[config.mk]
export PLATFORM = sky130hd
export DESIGN_NAME = qpr_round
export DESIGN_NICKNAME = d
export VERILOG_FILES = /design/src/rtl/core/qpr_pkg.sv /design/src/rtl/core/qpr_round.sv
export SDC_FILE = /design/constraint.sdc
export NUM_CORES = 1
export LEC_CHECK = 0
export ABC_AREA = 1
export BUFFER_PORTS_ARGS = -buffer_cell sky130_fd_sc_hd__buf_2
export CAP_MARGIN = 20
export CORE_ASPECT_RATIO = 2
export CORE_UTILIZATION = 34
export DETAILED_ROUTE_END_ITERATION = 10
export REMOVE_ABC_BUFFERS = 1
export SYNTH_ARGS = -nofsm -noshare
export SYNTH_HDL_FRONTEND = slang
export SYNTH_SLANG_ARGS = --single-unit
[constraint.sdc]
create_clock -name clk -period 1.92 [get_ports clk]
set_clock_uncertainty 0.15 [all_clocks]
set_input_delay 0 -clock clk [delete_from_list [all_inputs] [get_ports clk]]
set_output_delay 0 -clock clk [all_outputs]
set_load 0.005 [all_outputs]
[src/rtl/core/qpr_pkg.sv]
// Shared widths, constants and operand kinds for the quaternion product/rotate unit.
`default_nettype none

package qpr_pkg;

  // Q3.12 operand format.
  localparam int DATA_W = 16;
  localparam int FRAC_W = 12;
  localparam int NCOMP  = 4;

  // Final rounding is always done at twice the fraction width.
  localparam int ROT_SHIFT = 2 * FRAC_W;

  // First Hamilton sum: four 16x16 products, two guard bits.
  localparam int T_W  = 2 * DATA_W + 2;
  // Conjugate of A needs one extra bit (negating -32768).
  localparam int QC_W = DATA_W + 1;
  // Second products and their sum.
  localparam int PR_W = T_W + QC_W;
  localparam int R_W  = PR_W + 2;

  // Unit scalar in Q3.12, used to lift a product result to the rotation scale.
  localparam logic signed [QC_W-1:0] ONE_Q = QC_W'(1 << FRAC_W);

  typedef enum logic {
    KIND_PRODUCT = 1'b0,
    KIND_ROTATE  = 1'b1
  } kind_t;

endpackage

`default_nettype wire

[src/rtl/core/qpr_round.sv]
// Output stage: round to nearest, saturate to Q3.12, zero w for rotations.
`default_nettype none

module qpr_round (
  input  logic                                clk,
  input  logic                                en,
  input  qpr_pkg::kind_t                      kind,
  input  logic signed [qpr_pkg::R_W-1:0]      sum [qpr_pkg::NCOMP],
  output logic signed [qpr_pkg::DATA_W-1:0]   r_r [qpr_pkg::NCOMP]
);

  localparam int SH_W = qpr_pkg::R_W - qpr_pkg::ROT_SHIFT;
  localparam logic signed [SH_W-1:0] SAT_MAX = SH_W'((1 << (qpr_pkg::DATA_W - 1)) - 1);
  localparam logic signed [SH_W-1:0] SAT_MIN = -SH_W'(1 << (qpr_pkg::DATA_W - 1));
  localparam logic signed [qpr_pkg::R_W-1:0] HALF = qpr_pkg::R_W'(1) <<< (qpr_pkg::ROT_SHIFT - 1);

  logic signed [qpr_pkg::R_W-1:0]    biased [qpr_pkg::NCOMP];
  logic signed [SH_W-1:0]            shd    [qpr_pkg::NCOMP];
  logic signed [qpr_pkg::DATA_W-1:0] r_nxt  [qpr_pkg::NCOMP];

  always_comb begin
    for (int i = 0; i < qpr_pkg::NCOMP; i++) begin
      biased[i] = sum[i] + HALF;
      shd[i]    = SH_W'(biased[i] >>> qpr_pkg::ROT_SHIFT);
      if (shd[i] > SAT_MAX) begin
        r_nxt[i] = qpr_pkg::DATA_W'(SAT_MAX);
      end else if (shd[i] < SAT_MIN) begin
        r_nxt[i] = qpr_pkg::DATA_W'(SAT_MIN);
      end else begin
        r_nxt[i] = qpr_pkg::DATA_W'(shd[i]);
      end
    end
    // Rotations carry no scalar part.
    if (kind == qpr_pkg::KIND_ROTATE) begin
      r_nxt[0] = '0;
    end
  end

  always_ff @(posedge clk) begin
    if (en) begin
      for (int i = 0; i < qpr_pkg::NCOMP; i++) begin
        r_r[i] <= r_nxt[i];
      end
    end
  end

endmodule

`default_nettype wire

==> results.yml <==
status:
  run_status: "completed"
worst_setup_path:
  worstPathRequired_ps: 1860
  timing.critical_path.from_type: "input pin"
  kind_of_capture_point_of_the_worst_setup_path: "flip-flop"
  crit_path_class: "input pin to flip-flop"
  crit_path_max_fanout: 8
  timing.critical_path.arrival_ps: 1730
synth:
  synth_warnings: 0
  synthesis.area_per_instance_um2: 6.38
  syn-cell-area_um2: 6380
  ffs_latches_synth: 64
  netlist_top_cells_area: "sky130_fd_sc_hd__edfxtp_1 30%, sky130_fd_sc_hd__nand2_1 24%, sky130_fd_sc_hd__nor2_1 7.7%"
  synth.distinct_cells: 31
  cell_count_after_synthesis: 999
  synth.largest_area_cell: "sky130_fd_sc_hd__edfxtp_1"
  synth-seq-area-share: 0.301
  synth_top_area_share: 0.301
cells_and_area:
  final-instance-count-excl-fill: 1626
  finalNetCount: 1623
  drive_gt1_frac: 0.343
  top_register: "r_r"
  layout_top_registers: "r_r: 64 flops"
  largest_register_ff_count: 64
  areaGrowthSynthToFinish_pct: 51.9
routing:
  wl_met1_um: 7320
  via_count_normalized_by_instance_count: 4.72
  detail-route-antenna-nets: 0
  vias: 7673
  detailroute.wirelength.met3_um: 850
  wl_met2_um: 13100
  highest_layer: "met4"
  wire_per_inst_um: 13.9
  post-route-drc-count: 0
  total_wire_length_after_detailed_routing_um: 22600
  first_pass_iteration_count_of_the_detailed_router: 5
  drt-initial-drc-count: 135
floorplanning:
  fp.coreArea_um2: 18300
  die_x_um: 98.8
  top_level_ports: 279
  initial_utilization: 0.348
  fp.dieArea_um2: 19300
  floorplan.rows: 70
  floorplan.die.height_um: 196
power_and_ir_drop:
  worst_ir_drop_vdd_mv: 0.370
  swShare: 0.285
  seq_pwr_share: 0.359
  cellLeakagePower_nw: 4.82
  cell_internal_pwr_mw: 3.40
  p_sw_mw: 1.36
  power.share.combinational: 0.258
  power.density_nw_per_um2: 491
  pwr-share-clk: 0.383
sta:
  max_freq_mhz: 559
  slew_at_the_pin_closest_to_its_max_slew_limit_ps: 338
  slew-limit-headroom: 0.775
  maxSlewViolCount: 0
  whs_ps: 10.8
  final_setup_vio_count: 0
  post-route-min-period_ps: 1790
  finalHoldViolations: 0
  post-route-period-util: 0.932
clock_tree:
  cts_buffer_depth: 2
  clk_transition_reported_paths_ps: 60
  tritoncts_clock_tree: "built"
  cts_root_buf: "sky130_fd_sc_hd__clkbuf_16"
  clock_sinks: 64
  cts_htree_levels: 3
  number_of_buffers_added_by_the_clock_tree_synthesis_step: 9
placement:
  buffers_added_on_ports: 186
  globalplace.congestion: 0.937
  dp.cells: 1586
  placed_wire_length_estimate_after_detailed_placement_um: 19200
job:
  drv.max_cap_violation_count: 0
grt:
  grt_pass1_wl_um: 35200
  grt_pass1_vias: 7681
  grt_util_all_layers: 0.237
  grt_max_degree: 53
  antenna_found_initial: 1
  grt-ovfl-total: 0
worst_hold_path:
  hp-class: "input pin to flip-flop"
cells in the mapped netlist:
cell type	n
sky130_fd_sc_hd__nand2_1	412
sky130_fd_sc_hd__nor3_2	3
sky130_fd_sc_hd__xor2_1	42
sky130_fd_sc_hd__xnor2_1	22
sky130_fd_sc_hd__buf_1	1
sky130_fd_sc_hd__nand3_1	57
sky130_fd_sc_hd__clkbuf_1	1
sky130_fd_sc_hd__xor2_2	1
sky130_fd_sc_hd__inv_1	105
sky130_fd_sc_hd__nor2_1	131
sky130_fd_sc_hd__nor4_1	1
sky130_fd_sc_hd__buf_6	7
sky130_fd_sc_hd__nand2_2	19
sky130_fd_sc_hd__nor3_4	3
sky130_fd_sc_hd__inv_2	2
sky130_fd_sc_hd__nand2_4	3
sky130_fd_sc_hd__nor2_8	1
sky130_fd_sc_hd__nor2_4	9
sky130_fd_sc_hd__o21ai_0	1
sky130_fd_sc_hd__and3_1	1
sky130_fd_sc_hd__buf_4	1
sky130_fd_sc_hd__nand3_2	4
sky130_fd_sc_hd__edfxtp_1	64
sky130_fd_sc_hd__nor3_1	36
sky130_fd_sc_hd__a21oi_1	18
sky130_fd_sc_hd__nand4_1	21
sky130_fd_sc_hd__nor2_2	12
sky130_fd_sc_hd__o21ai_1	2
sky130_fd_sc_hd__nor3b_1	4
sky130_fd_sc_hd__nand3b_1	11
sky130_fd_sc_hd__ha_1	4
cells by family after synthesis:
group,after synthesis,share of synthesized area
buf+inv,117,0.0777
flops,64,0.301
fa+ha+maj,4,0.00785
xor+xnor,65,0.0904
compound gates,21,0.0165
simple gates,728,0.506
layout make-up:
cell class                      instances  area (um^2)
Fill cell                            1848         8620
Multi-Input combinational cell        820         4110
Timing Repair Buffer                  402         2650
Sequential cell                        64         1920
Inverter                              107          402
Tap cell                              216          270
Clock buffer                            9          225
Clock inverter                          7          104
Antenna cell                            1         2.50
metrics by stage:
| step | util | setup slack (ps) | power [mW] | TNS (ps) | instance area, um^2 |
|---|---|---|---|---|---|
| finish | 0.529 | 130 | 4.75 | 0 | 9690 |
| global placement | 0.492 | -229 | 2.90 | -10650 | 9000 |
| global route | 0.529 | -27.6 | 4.98 | -137 | 9690 |
| CTS | 0.518 | 83.0 | 4.77 | 0 | 9480 |
| detailed placement | 0.492 | -275 | 2.91 | -12070 | 9000 |
| floorplan | - | 106 | 2.17 | 0 | 6280 |
worst paths after layout:
path                 start                    end  slack (ps)  cells after the start
setup / recovery   sum[23]  r_r[12]$_SDFFCE_PN1P_         130                     15
hold / removal    sum[183]  r_r[48]$_SDFFCE_PP0P_          10                      4
layer usage:
layer	global-route usage	vias to the layer above
li1	-	3982
met1	0.204	3387
met2	0.479	225
met3	0.0367	79
met4	0.165	0
met5	0	-
worst max-delay path, stage by stage:
cell                       delay (ps)
sky130_fd_sc_hd__buf_4            100
sky130_fd_sc_hd__ha_4             150
sky130_fd_sc_hd__nand2_4           50
sky130_fd_sc_hd__nor2_4           160
sky130_fd_sc_hd__buf_6            120
sky130_fd_sc_hd__inv_1             40
sky130_fd_sc_hd__nor2_2           140
sky130_fd_sc_hd__nand2_1           70
sky130_fd_sc_hd__nand2_1           90
sky130_fd_sc_hd__nand2_2           60
sky130_fd_sc_hd__nor2_1           100
sky130_fd_sc_hd__nand3_1           80
sky130_fd_sc_hd__nand3b_1         290
sky130_fd_sc_hd__nand2_4          220
sky130_fd_sc_hd__nand2_2           70
power groups by stage:
stage	Clock (mW)	Sequential, mW	Combinational, mW
after CTS	1.86	1.71	1.20
after global routing	1.90	1.72	1.36
after detailed placement	0	1.74	1.17
after global placement	0	1.74	1.16
final	1.82	1.71	1.22
after floorplan	0	1.75	0.416
repair_timing:
action | CTS | global route
endpoints found under the hold margin | 40 | 0
resized for setup | 0 | 37
hold buffers | 15 | 0
buffers inserted | 0 | 6
endpoints found under the setup margin | 0 | 48
cell usage in the layout (no fill, tap or decap), types with 4 or more instances in the layout:
cell type / Yosys / routed
sky130_fd_sc_hd__xor2_1: 42 / 42
sky130_fd_sc_hd__nand4_1: 21 / 21
sky130_fd_sc_hd__nor2_1: 131 / 125
sky130_fd_sc_hd__buf_4: 1 / 197
sky130_fd_sc_hd__edfxtp_1: 64 / 64
sky130_fd_sc_hd__nor2_2: 12 / 17
sky130_fd_sc_hd__a21oi_1: 18 / 18
sky130_fd_sc_hd__nor3_1: 36 / 33
sky130_fd_sc_hd__nand3_1: 57 / 57
sky130_fd_sc_hd__nand3_2: 4 / 4
sky130_fd_sc_hd__nand2_4: 3 / 9
sky130_fd_sc_hd__nand2_1: 412 / 402
sky130_fd_sc_hd__nand3b_1: 11 / 11
sky130_fd_sc_hd__buf_2: 0 / 184
sky130_fd_sc_hd__clkbuf_16: 0 / 9
sky130_fd_sc_hd__buf_12: 0 / 4
sky130_fd_sc_hd__nor2_4: 9 / 10
sky130_fd_sc_hd__dlygate4sd3_1: 0 / 15
sky130_fd_sc_hd__inv_1: 105 / 105
sky130_fd_sc_hd__nand2_2: 19 / 23
sky130_fd_sc_hd__nor3_2: 3 / 6
sky130_fd_sc_hd__xnor2_1: 22 / 22
Note: power is estimated with default switching activity, not from simulation.
