--- src/rtl/core/qpr_pkg.sv ---
// Shared widths, constants and operand kinds for the quaternion product/rotate unit.
`default_nettype none

package qpr_pkg;

  // Q3.12 operand format.
  localparam int DATA_W = 16;
  localparam int FRAC_W = 12;
  localparam int NCOMP  = 4;

  // Final rounding is always done at twice the fraction width.
  localparam int ROT_SHIFT = 2 * FRAC_W;

  // First Hamilton sum: four 16x16 products, two guard bits.
  localparam int T_W  = 2 * DATA_W + 2;
  // Conjugate of A needs one extra bit (negating -32768).
  localparam int QC_W = DATA_W + 1;
  // Second products and their sum.
  localparam int PR_W = T_W + QC_W;
  localparam int R_W  = PR_W + 2;

  // Unit scalar in Q3.12, used to lift a product result to the rotation scale.
  localparam logic signed [QC_W-1:0] ONE_Q = QC_W'(1 << FRAC_W);

  typedef enum logic {
    KIND_PRODUCT = 1'b0,
    KIND_ROTATE  = 1'b1
  } kind_t;

endpackage

`default_nettype wire

--- src/rtl/core/qpr_add.sv ---
// Registered signed sums that combine a product grid into a Hamilton product.
`default_nettype none

module qpr_add #(
  parameter int M_W = 2 * qpr_pkg::DATA_W
) (
  input  logic                  clk,
  input  logic                  en,
  input  logic signed [M_W-1:0] prod  [qpr_pkg::NCOMP][qpr_pkg::NCOMP],
  output logic signed [M_W+1:0] sum_r [qpr_pkg::NCOMP]
);

  localparam int S_W = M_W + 2;

  logic signed [S_W-1:0] sum_nxt [qpr_pkg::NCOMP];

  // o = p*q with components ordered w, x, y, z
  always_comb begin
    sum_nxt[0] = S_W'(prod[0][0]) - S_W'(prod[1][1]) - S_W'(prod[2][2]) - S_W'(prod[3][3]);
    sum_nxt[1] = S_W'(prod[0][1]) + S_W'(prod[1][0]) + S_W'(prod[2][3]) - S_W'(prod[3][2]);
    sum_nxt[2] = S_W'(prod[0][2]) - S_W'(prod[1][3]) + S_W'(prod[2][0]) + S_W'(prod[3][1]);
    sum_nxt[3] = S_W'(prod[0][3]) + S_W'(prod[1][2]) - S_W'(prod[2][1]) + S_W'(prod[3][0]);
  end

  always_ff @(posedge clk) begin
    if (en) begin
      for (int i = 0; i < qpr_pkg::NCOMP; i++) begin
        sum_r[i] <= sum_nxt[i];
      end
    end
  end

endmodule

`default_nettype wire

--- config.mk ---
export PLATFORM = sky130hd
export DESIGN_NAME = qpr_add
export DESIGN_NICKNAME = d
export VERILOG_FILES = /design/src/rtl/core/qpr_pkg.sv /design/src/rtl/core/qpr_add.sv
export SDC_FILE = /design/constraint.sdc
export NUM_CORES = 1
export LEC_CHECK = 0
export BUFFER_PORTS_ARGS = -buffer_cell sky130_fd_sc_hd__buf_2
export CAP_MARGIN = 20
export CORE_AREA = 3 3 255 257
export CTS_BUF_LIST = sky130_fd_sc_hd__clkbuf_4
export DETAILED_ROUTE_END_ITERATION = 12
export DIE_AREA = 0 0 258 260
export HOLD_SLACK_MARGIN = 0.03
export PLACE_DENSITY_LB_ADDON = 0.12
export SYNTH_ARGS = -nofsm -noshare
export SYNTH_HDL_FRONTEND = slang
export SYNTH_SLANG_ARGS = --single-unit
export TNS_END_PERCENT = 50
--- constraint.sdc ---
create_clock -name clk -period 7 [get_ports clk]
set_input_delay 1.4 -clock clk [delete_from_list [all_inputs] [get_ports clk]]
set_output_delay 1.4 -clock clk [all_outputs]
set_load 0.01 [all_outputs]
==> flow_summary.json, run 1 <==
{
  "synth-edff-count": 136,
  "dr.pass1.iters": 5,
  "antenna_found_initial": 6,
  "die-area_um2": 67100,
  "drive_gt1_share_pct": 25.2,
  "largest_reg_flops": 136,
  "cts_hold_buf": 0,
  "overflow": 0,
  "dieWidth_um": 258,
  "ys_top_cells_by_area": "fa_1, edfxtp_1, inv_1, ha_1, a21oi_1",
  "tns_ps": 0,
  "synthAdderAreaFrac_pct": 36.6,
  "rows": 92,
  "synth-simple-area-share_pct": 6.25,
  "critPathTopFamily": "adder cells",
  "largest-register": "sum_r",
  "grt_start_max_net_pins": 91,
  "path_depth": 15,
  "fmax_ghz": 0.206,
  "grt_pass1_wl_um": 89000,
  "status": "finished, final reports clean",
  "cp.required_ps": 7480,
  "die_y_um": 260,
  "synthToLayoutAreaGrowth_pct": 24.0,
  "synth_ff_type": "edfxtp_1",
  "clk_path_buf_depth": 2,
  "synth_top_family_by_area": "adder cells",
  "end_kind": "flip-flop",
  "num_vias": 15900,
  "synth_area_per_cell_um2": 8.92,
  "reg_top3": "sum_r (136)",
  "worst_pin_slew_ps": 973,
  "crit_top_cell": "fa_1",
  "io_buffers": 649,
  "htree_levels": 4,
  "gp_congestion": 0.964,
  "endpoint": "sum_r[63]",
  "maxCapViolations": 0,
  "hold_viol": 0,
  "yosysSeqAreaShare_pct": 21.8,
  "synth_compound_area_share_pct": 13.6,
  "crit_start": "prod[65]",
  "arrival_ps": 5340,
  "final_core_util_pct": 36.9,
  "antenna_left": 0,
  "syn_nets": 3008,
  "clkTransAtPathRegs_ps": 150,
  "clock-root-buffer": "clkbuf_4",
  "async_flop_share_pct": 0,
  "fp.coreArea_um2": 63000,
  "ys_types": 58,
  "critPathMaxFanout": 4,
  "drc": 0,
  "numCtsBuffers": 17,
  "grt_pass1_vias": 16900,
  "viasPerCell": 4.40,
  "fin_nets": 3648,
  "dr.first_iter.drc_count": 544,
  "start_kind": "input port",
  "setup.worst_path.class": "input port to flip-flop",
  "synth_cells": 2101,
  "synth_warnings": 0,
  "ctsResizeCount": 0,
  "fin_crit_sh_pct": 69.5,
  "fillCellCount": 6709,
  "synth-xor-area-share_pct": 5.75,
  "slowest_delay_ps": 530,
  "cp_num_buf_inv": 3,
  "finalSetupViolations": 0,
  "irDropWorstVdd_uv": 96.0,
  "grtUsageTotal_pct": 17.1,
  "cts_tree": "built",
  "dp_hpwl_um": 51500,
  "rsz0062_at_grt": "no",
  "ioPinCount": 650,
  "synth_mux_area_share_pct": 0,
  "cp_cell_sequence": "buf_2 > fa_1 > inv_1 > fa_1 > inv_1 > ha_1 > fa_1 > a21o_1 > a221oi_2 > a311o_1 > o221ai_1 > and2_1 > o31ai_1 > o21ai_1 > xor2_1",
  "drt_wl_total_um": 57700,
  "cts.sinks": 136,
  "power.leakage_nw": 12.9,
  "min_period_ps": 4860,
  "avgRoutedWirePerCell_um": 16.0,
  "synth_top_area_share_pct": 27.8,
  "power_density_nw_per_um2": 282,
  "start_util_pct": 29.8,
  "synth_largest_area_cell": "fa_1",
  "slew_headroom_pct": 35.1,
  "hold_path.class": "input port to flip-flop",
  "synth_area_um2": 18700,
  "post_cts_buffers": 0,
  "ys_ff_latch": 136,
  "drv_slew": 0,
  "cp_slowest_cell": "fa_1"
}
-- metrics by stage --
stage	setup WS, ps	area (um2)	cells	power (W)	hold WS, ps
after floorplan	1950	18700	2101	0.00448	1510
after global placement	1450	23000	3568	0.00606	1740
after detailed placement	1400	23000	3568	0.00607	1750
after CTS	2300	23200	3600	0.00670	862
after global routing	2000	23300	3606	0.00722	921
final	2140	23300	3606	0.00657	1010
-- cell families (layout without fill, tap and decap cells) --
kind of cell / count (synthesis) / in the layout
and+or+nand+nor: 251 / 251
other: 0 / 6
DFF: 136 / 136
adders and majority gates: 393 / 393
xor gates and xnor gates: 123 / 123
AOI/OAI and AO/OA: 399 / 399
buffers and inverters: 799 / 1452
-- worst min path at each step --
| stage | start | to | slack [ps] | cells after the start |
|---|---|---|---|---|
| floorplan | en | sum_r[0] | 1510 | 0 |
| global placement | prod[448] | sum_r[68] | 1740 | 2 |
| detailed placement | prod[416] | sum_r[34] | 1750 | 2 |
| CTS | prod[416] | sum_r[34] | 860 | 2 |
| global route | prod[384] | sum_r[0] | 920 | 2 |
| finish | prod[416] | sum_r[34] | 1010 | 2 |
-- per-layer routing --
layer | routed length (um) | track usage (%)
met1 | 23300 | 20.3
met2 | 29300 | 30.3
met3 | 3610 | 4.23
met4 | 1490 | 5.50
met5 | 36 | 0
-- power by group --
part           leakage (nW)  internal (W)  switching (W)
Combinational          11.5       0.00177        0.00260
Clock                 0.156      0.000212       0.000366
Sequential             1.33       0.00150       0.000110
-- cell usage after synthesis, types with 6 or more instances --
cell        n
and4_1      6
o31ai_1     7
inv_1     770
o21ai_0    70
a31oi_1    11
clkbuf_1   29
fa_1      260
xor2_1     46
nand3_1    25
o21a_1     13
a21oi_1   135
o211ai_1   11
nand4_1    11
ha_1      133
o21ai_1    15
o21bai_1   17
nor2_1     65
nand2_1    84
edfxtp_1  136
a211oi_1   13
and2_1     10
nor2b_1     9
nand2b_1   14
a21o_1     58
xnor2_1    77
and3_1     12
nor3_1      9
-- area by class of cell --
cell class | count | area, um2 | share of cell area (%)
antenna | 6 | 15.0 | 0.0646
clock buffer | 17 | 128 | 0.549
clock inverter | 15 | 154 | 0.662
inverter | 770 | 2890 | 12.4
multi-input combinational | 1166 | 11700 | 50.2
sequential | 136 | 4080 | 17.6
tap | 846 | 1060 | 4.55
timing repair buffer | 650 | 3260 | 14.0
-- cells in the final DEF, fill, tap and decap left out, types with 9 or more instances in the layout --
cell,count
o211ai_1,11
a211oi_1,13
a31oi_1,11
o21ai_0,70
a21o_1,58
inv_1,770
nand2b_1,14
nand2_1,84
o21a_1,13
edfxtp_1,136
and2_1,10
nand4_1,11
o21bai_1,17
nand3_1,25
o21ai_1,15
xnor2_1,77
a21oi_1,135
fa_1,260
and3_1,12
buf_2,648
nor2_1,65
ha_1,133
clkbuf_4,17
xor2_1,46
nor2b_1,9
nor3_1,9
(Power assumes the default switching activity.)
==> run 2, diff against run 1 <==
- clock period: 7 -> 4 ns (I/O delays scaled with it)
==> run 2 against run 1 <==
Net effect: clock-buffer cell count up 1; combinational power up 100%; critical path type unchanged; flip-flop and latch count unchanged; final cell count up 5.4%; clock power up 92%.
==> flow_summary.json, run 2 (synthesis results as in run 1) <==
{
  "dr_wl_met3_um": 2980,
  "cp_cell_sequence": "buf_2 > inv_1 > fa_1 > inv_1 > fa_1 > inv_1 > ha_1 > nand3_1 > nor2_1 > a2111oi_4 > buf_12 > o41ai_2 > buf_4 > a41oi_2 > o31ai_1 > a21oi_1 > xnor2_1",
  "reg_top3": "sum_r (136)",
  "antenna_found_initial": 3,
  "grt_pass1_wl_um": 90000,
  "end_kind": "flip-flop",
  "dieWidth_um": 258,
  "drc": 0,
  "fin_cells": 3802,
  "grt_start_max_net_pins": 92,
  "die-area_um2": 67100,
  "min_period_ps": 3810,
  "finalSetupViolations": 0,
  "dr_wl_met2_um": 29100,
  "fmax_ghz": 0.262,
  "dpl-instance-area_um2": 24600,
  "rows": 92,
  "fin_nets": 3844,
  "dp_hpwl_um": 52200,
  "arrival_ps": 4300,
  "clk_path_buf_depth": 2,
  "slew_headroom_pct": 59.9,
  "slowest_delay_ps": 520,
  "status": "finished, final reports clean",
  "holdWs_ps": 402,
  "hold_path.class": "input port to flip-flop",
  "critPathTopFamily": "adder cells",
  "viasPerCell": 4.33,
  "critPathMaxFanout": 5,
  "cp.required_ps": 4480,
  "dp_cells": 3764,
  "numCtsBuffers": 17,
  "power.total_w": 0.0128,
  "rsz0062_at_grt": "no",
  "wl_met1_um": 25700,
  "fin_crit_sh_pct": 95.4,
  "irDropWorstVdd_uv": 177,
  "num_vias": 16500,
  "ioPinCount": 650,
  "drt_wl_total_um": 58400,
  "start_kind": "input port",
  "drv_slew": 0,
  "clock-root-buffer": "clkbuf_4",
  "highest_layer": "met4",
  "die_y_um": 260,
  "dr.first_iter.drc_count": 805,
  "cp_num_buf_inv": 6,
  "grtUsageTotal_pct": 17.3,
  "layout_commonest_cell": "inv_1",
  "htree_levels": 4,
  "combPwrFrac_pct": 68.9,
  "fp.coreArea_um2": 63000,
  "internal-power_w": 0.00714,
  "share_seq_of_total_power_pct": 22.4,
  "antenna_left": 0,
  "largest_reg_flops": 136,
  "start_util_pct": 29.8,
  "dr.pass1.iters": 5,
  "maxCapViolations": 0,
  "drive_gt1_share_pct": 30.7,
  "crit_top_cell": "inv_1",
  "power_density_nw_per_um2": 514,
  "pwr-share-clk_pct": 8.7,
  "power.leakage_nw": 13.9,
  "fillCellCount": 6684,
  "overflow": 0,
  "grt_pass1_vias": 17100,
  "gp_congestion": 0.931,
  "avgRoutedWirePerCell_um": 15.4,
  "final_cell_mix": "inv_1, buf_2, fa_1, buf_4, edfxtp_1",
  "fin_area_um2": 24900,
  "clkTransAtPathRegs_ps": 140,
  "cts.sinks": 136,
  "largest-register": "sum_r",
  "final_core_util_pct": 39.6,
  "hold_viol": 0,
  "cts_tree": "built",
  "post_cts_buffers": 0,
  "synthToLayoutAreaGrowth_pct": 32.9,
  "swShare_pct": 44.2,
  "setup.worst_path.class": "input port to flip-flop",
  "io_buffers": 649,
  "p_sw_w": 0.00566,
  "worst_pin_slew_ps": 599,
  "cp_slowest_cell": "fa_1"
}
run 2: power by group through the flow:
| stage | Sequential [W] | Combinational, W | Clock [W] |
|---|---|---|---|
| after floorplan | 0.00323 | 0.00469 | 0 |
| after global placement | 0.00290 | 0.00890 | 0 |
| after detailed placement | 0.00290 | 0.00892 | 0 |
| after CTS | 0.00288 | 0.00896 | 0.00119 |
| after global routing | 0.00293 | 0.00989 | 0.00125 |
| final | 0.00286 | 0.00883 | 0.00111 |
run 2: layout make-up:
type	count	area (um2)	area share, %
antenna	6	15.0	0.0603
inverter	770	2900	11.6
clock inverter	14	181	0.728
tap	846	1060	4.25
clock buffer	18	135	0.543
timing repair buffer	846	4760	19.1
sequential	136	4080	16.4
multi-input combinational	1166	11800	47.3
run 2: path summary, 6_finish.rpt:
| kind | from | endpoint | slack [ps] | cells past startpoint |
|---|---|---|---|---|
| setup / recovery | prod[167] | sum_r[135] | 190 | 17 |
| hold / removal | prod[416] | sum_r[34] | 400 | 2 |
run 2: routing by layer:
layer  track usage, %  vias to the layer above
li1                 -                     8104
met1             22.7                     7957
met2             29.5                      384
met3             3.53                       31
met4             3.40                        0
met5                0                        -
run 2: repair_timing:
action,CTS,global route
hold buffers,0,0
endpoints found under the setup margin,0,1
resized for setup,0,1
run 2: metrics by stage:
step           setup TNS, ps  worst slack, ps
6_report                   0              185
5_1_grt                    0             59.6
4_1_cts                    0              253
3_5_place_dp          -20190             -601
3_3_place_gp          -19800             -537
2_1_floorplan           -366             -127
==> run 3, diff against run 2 <==
- clock period: 4 -> 3.5 ns (I/O delays scaled with it)
==> run 3 against run 2 <==
Net effect: the flow now finishes with violations (setup timing); final cell count up 2.9%; cell area increased by 4.5%; critical endpoint is now sum_r[55]; largest cell class unchanged; hold slack got worse by 97 ps; highest routed layer is now met5.
==> flow_summary.json, run 3 (synthesis results as in run 1) <==
{
  "cts.sinks": 136,
  "rows": 92,
  "htree_levels": 4,
  "swShare_pct": 43.7,
  "hp-start": "prod[384]",
  "cp_num_buf_inv": 5,
  "dr.first_iter.drc_count": 589,
  "fp.coreArea_um2": 63000,
  "internal-power_w": 0.00879,
  "ioPinCount": 650,
  "fin_cells": 3911,
  "slowest_delay_ps": 520,
  "cp.required_ps": 3970,
  "hold_path.class": "input port to flip-flop",
  "clock-root-buffer": "clkbuf_4",
  "dp_cells": 3868,
  "num_vias": 16800,
  "violations": "setup timing",
  "antenna_left": 0,
  "path_depth": 17,
  "fin_ws_ps": -120,
  "grt_start_max_net_pins": 54,
  "dieWidth_um": 258,
  "start_kind": "input port",
  "final_cell_mix": "inv_1, buf_2, buf_4, fa_1, edfxtp_1",
  "largest-register": "sum_r",
  "die-area_um2": 67100,
  "power_density_nw_per_um2": 600,
  "reg_top3": "sum_r (136)",
  "fin_crit_sh_pct": 103,
  "fmax_ghz": 0.276,
  "cts_tree": "built",
  "die_y_um": 260,
  "hold_viol": 0,
  "drt_wl_total_um": 63700,
  "min_period_ps": 3620,
  "status": "finished with violations",
  "maxCapViolations": 0,
  "start_util_pct": 29.8,
  "critPathMaxFanout": 4,
  "fin_nets": 3954,
  "min_path_cells": 2,
  "cp_slowest_cell": "fa_1",
  "arrival_ps": 4090,
  "worst_pin_slew_ps": 624,
  "avgRoutedWirePerCell_um": 16.3,
  "cp_cell_sequence": "buf_6 > fa_1 > inv_1 > fa_1 > inv_1 > ha_2 > fa_2 > a21o_1 > a221oi_2 > buf_4 > a311o_1 > buf_4 > o21ai_2 > a31o_2 > a21o_1 > a21oi_2 > xnor2_1",
  "final_core_util_pct": 41.3,
  "cts_hold_buf": 0,
  "setup.worst_path.class": "input port to flip-flop",
  "gp_congestion": 0.953,
  "layout_commonest_cell": "inv_1",
  "power.leakage_nw": 14.5,
  "antenna_found_initial": 3,
  "p_sw_w": 0.00682,
  "crit_start": "prod[65]",
  "slew_headroom_pct": 58.4,
  "grtUsageTotal_pct": 19.1,
  "end_kind": "flip-flop",
  "drive_gt1_share_pct": 34.9,
  "grt_pass1_wl_um": 98400,
  "critPathTopFamily": "adder cells",
  "share_seq_of_total_power_pct": 21.0,
  "dp_hpwl_um": 57300,
  "dp_slack_ps": -852,
  "drv_slew": 0,
  "grt_pass1_vias": 18100,
  "largest_reg_flops": 136,
  "synthToLayoutAreaGrowth_pct": 38.8,
  "io_buffers": 649,
  "power.total_w": 0.0156,
  "combPwrFrac_pct": 70.6,
  "pwr-share-clk_pct": 8.5,
  "dr.pass1.iters": 5,
  "clk_path_buf_depth": 2,
  "finalSetupViolations": 7,
  "rsz0062_at_grt": "yes",
  "overflow": 0,
  "clkTransAtPathRegs_ps": 140,
  "drc": 0,
  "viasPerCell": 4.30,
  "numCtsBuffers": 17,
  "irDropWorstVdd_uv": 287
}
[run 3: changes by cell type in the layout (fill, tap and decap cells not counted), moves of 8 or more]
cell / previous run / this run
buf_4: 195 / 306
inv_1: 768 / 758
ha_1: 128 / 119
o21ai_0: 67 / 58
ha_4: 3 / 11
inv_2: 1 / 9
[run 3: through the flow]
step                      hold slack (ps)  setup TNS, ps  area (um2)
after floorplan                       812         -10440       19100
after global placement               1050         -47100       25600
after detailed placement             1050         -47170       25600
after CTS                             193              0       25900
after global routing                  199           -338       26000
final                                 305           -498       26000
[run 3: final timing paths]
check	endpoint	slack, ps
worst max-delay path	sum_r[55]	-120
worst min-delay path	sum_r[0]	310
[run 3: power by group through the flow]
stage | Clock, W | Sequential, W | Combinational (W)
final | 0.00132 | 0.00327 | 0.0110
after global routing | 0.00147 | 0.00335 | 0.0123
after CTS | 0.00140 | 0.00330 | 0.0111
after detailed placement | 0 | 0.00334 | 0.0110
after global placement | 0 | 0.00333 | 0.0110
after floorplan | 0 | 0.00369 | 0.00557
[run 3: timing repair]
item                       4_1_cts  5_1_grt
gates resized for setup          1       17
pin swaps                        0       14
setup endpoints to repair        1       24
setup buffers                    0        6
[run 3: area by class of cell]
cell class,instances,area [um2]
diodes,5,12.5
clock buffers,22,165
clock inverters,10,151
fillers,6583,36900
inverters,770,2910
multi-input cells,1166,12000
flip-flops and latches,136,4080
well taps,846,1060
repair buffers,956,5590
[run 3: per-layer routing]
layer	share of wire [%]	global-route usage, %	vias up
met5	0.019	0	-
met4	0.96	3.70	2
met3	6.3	4.75	31
met2	50	33.6	414
met1	42	23.7	8044
li1	-	-	8315
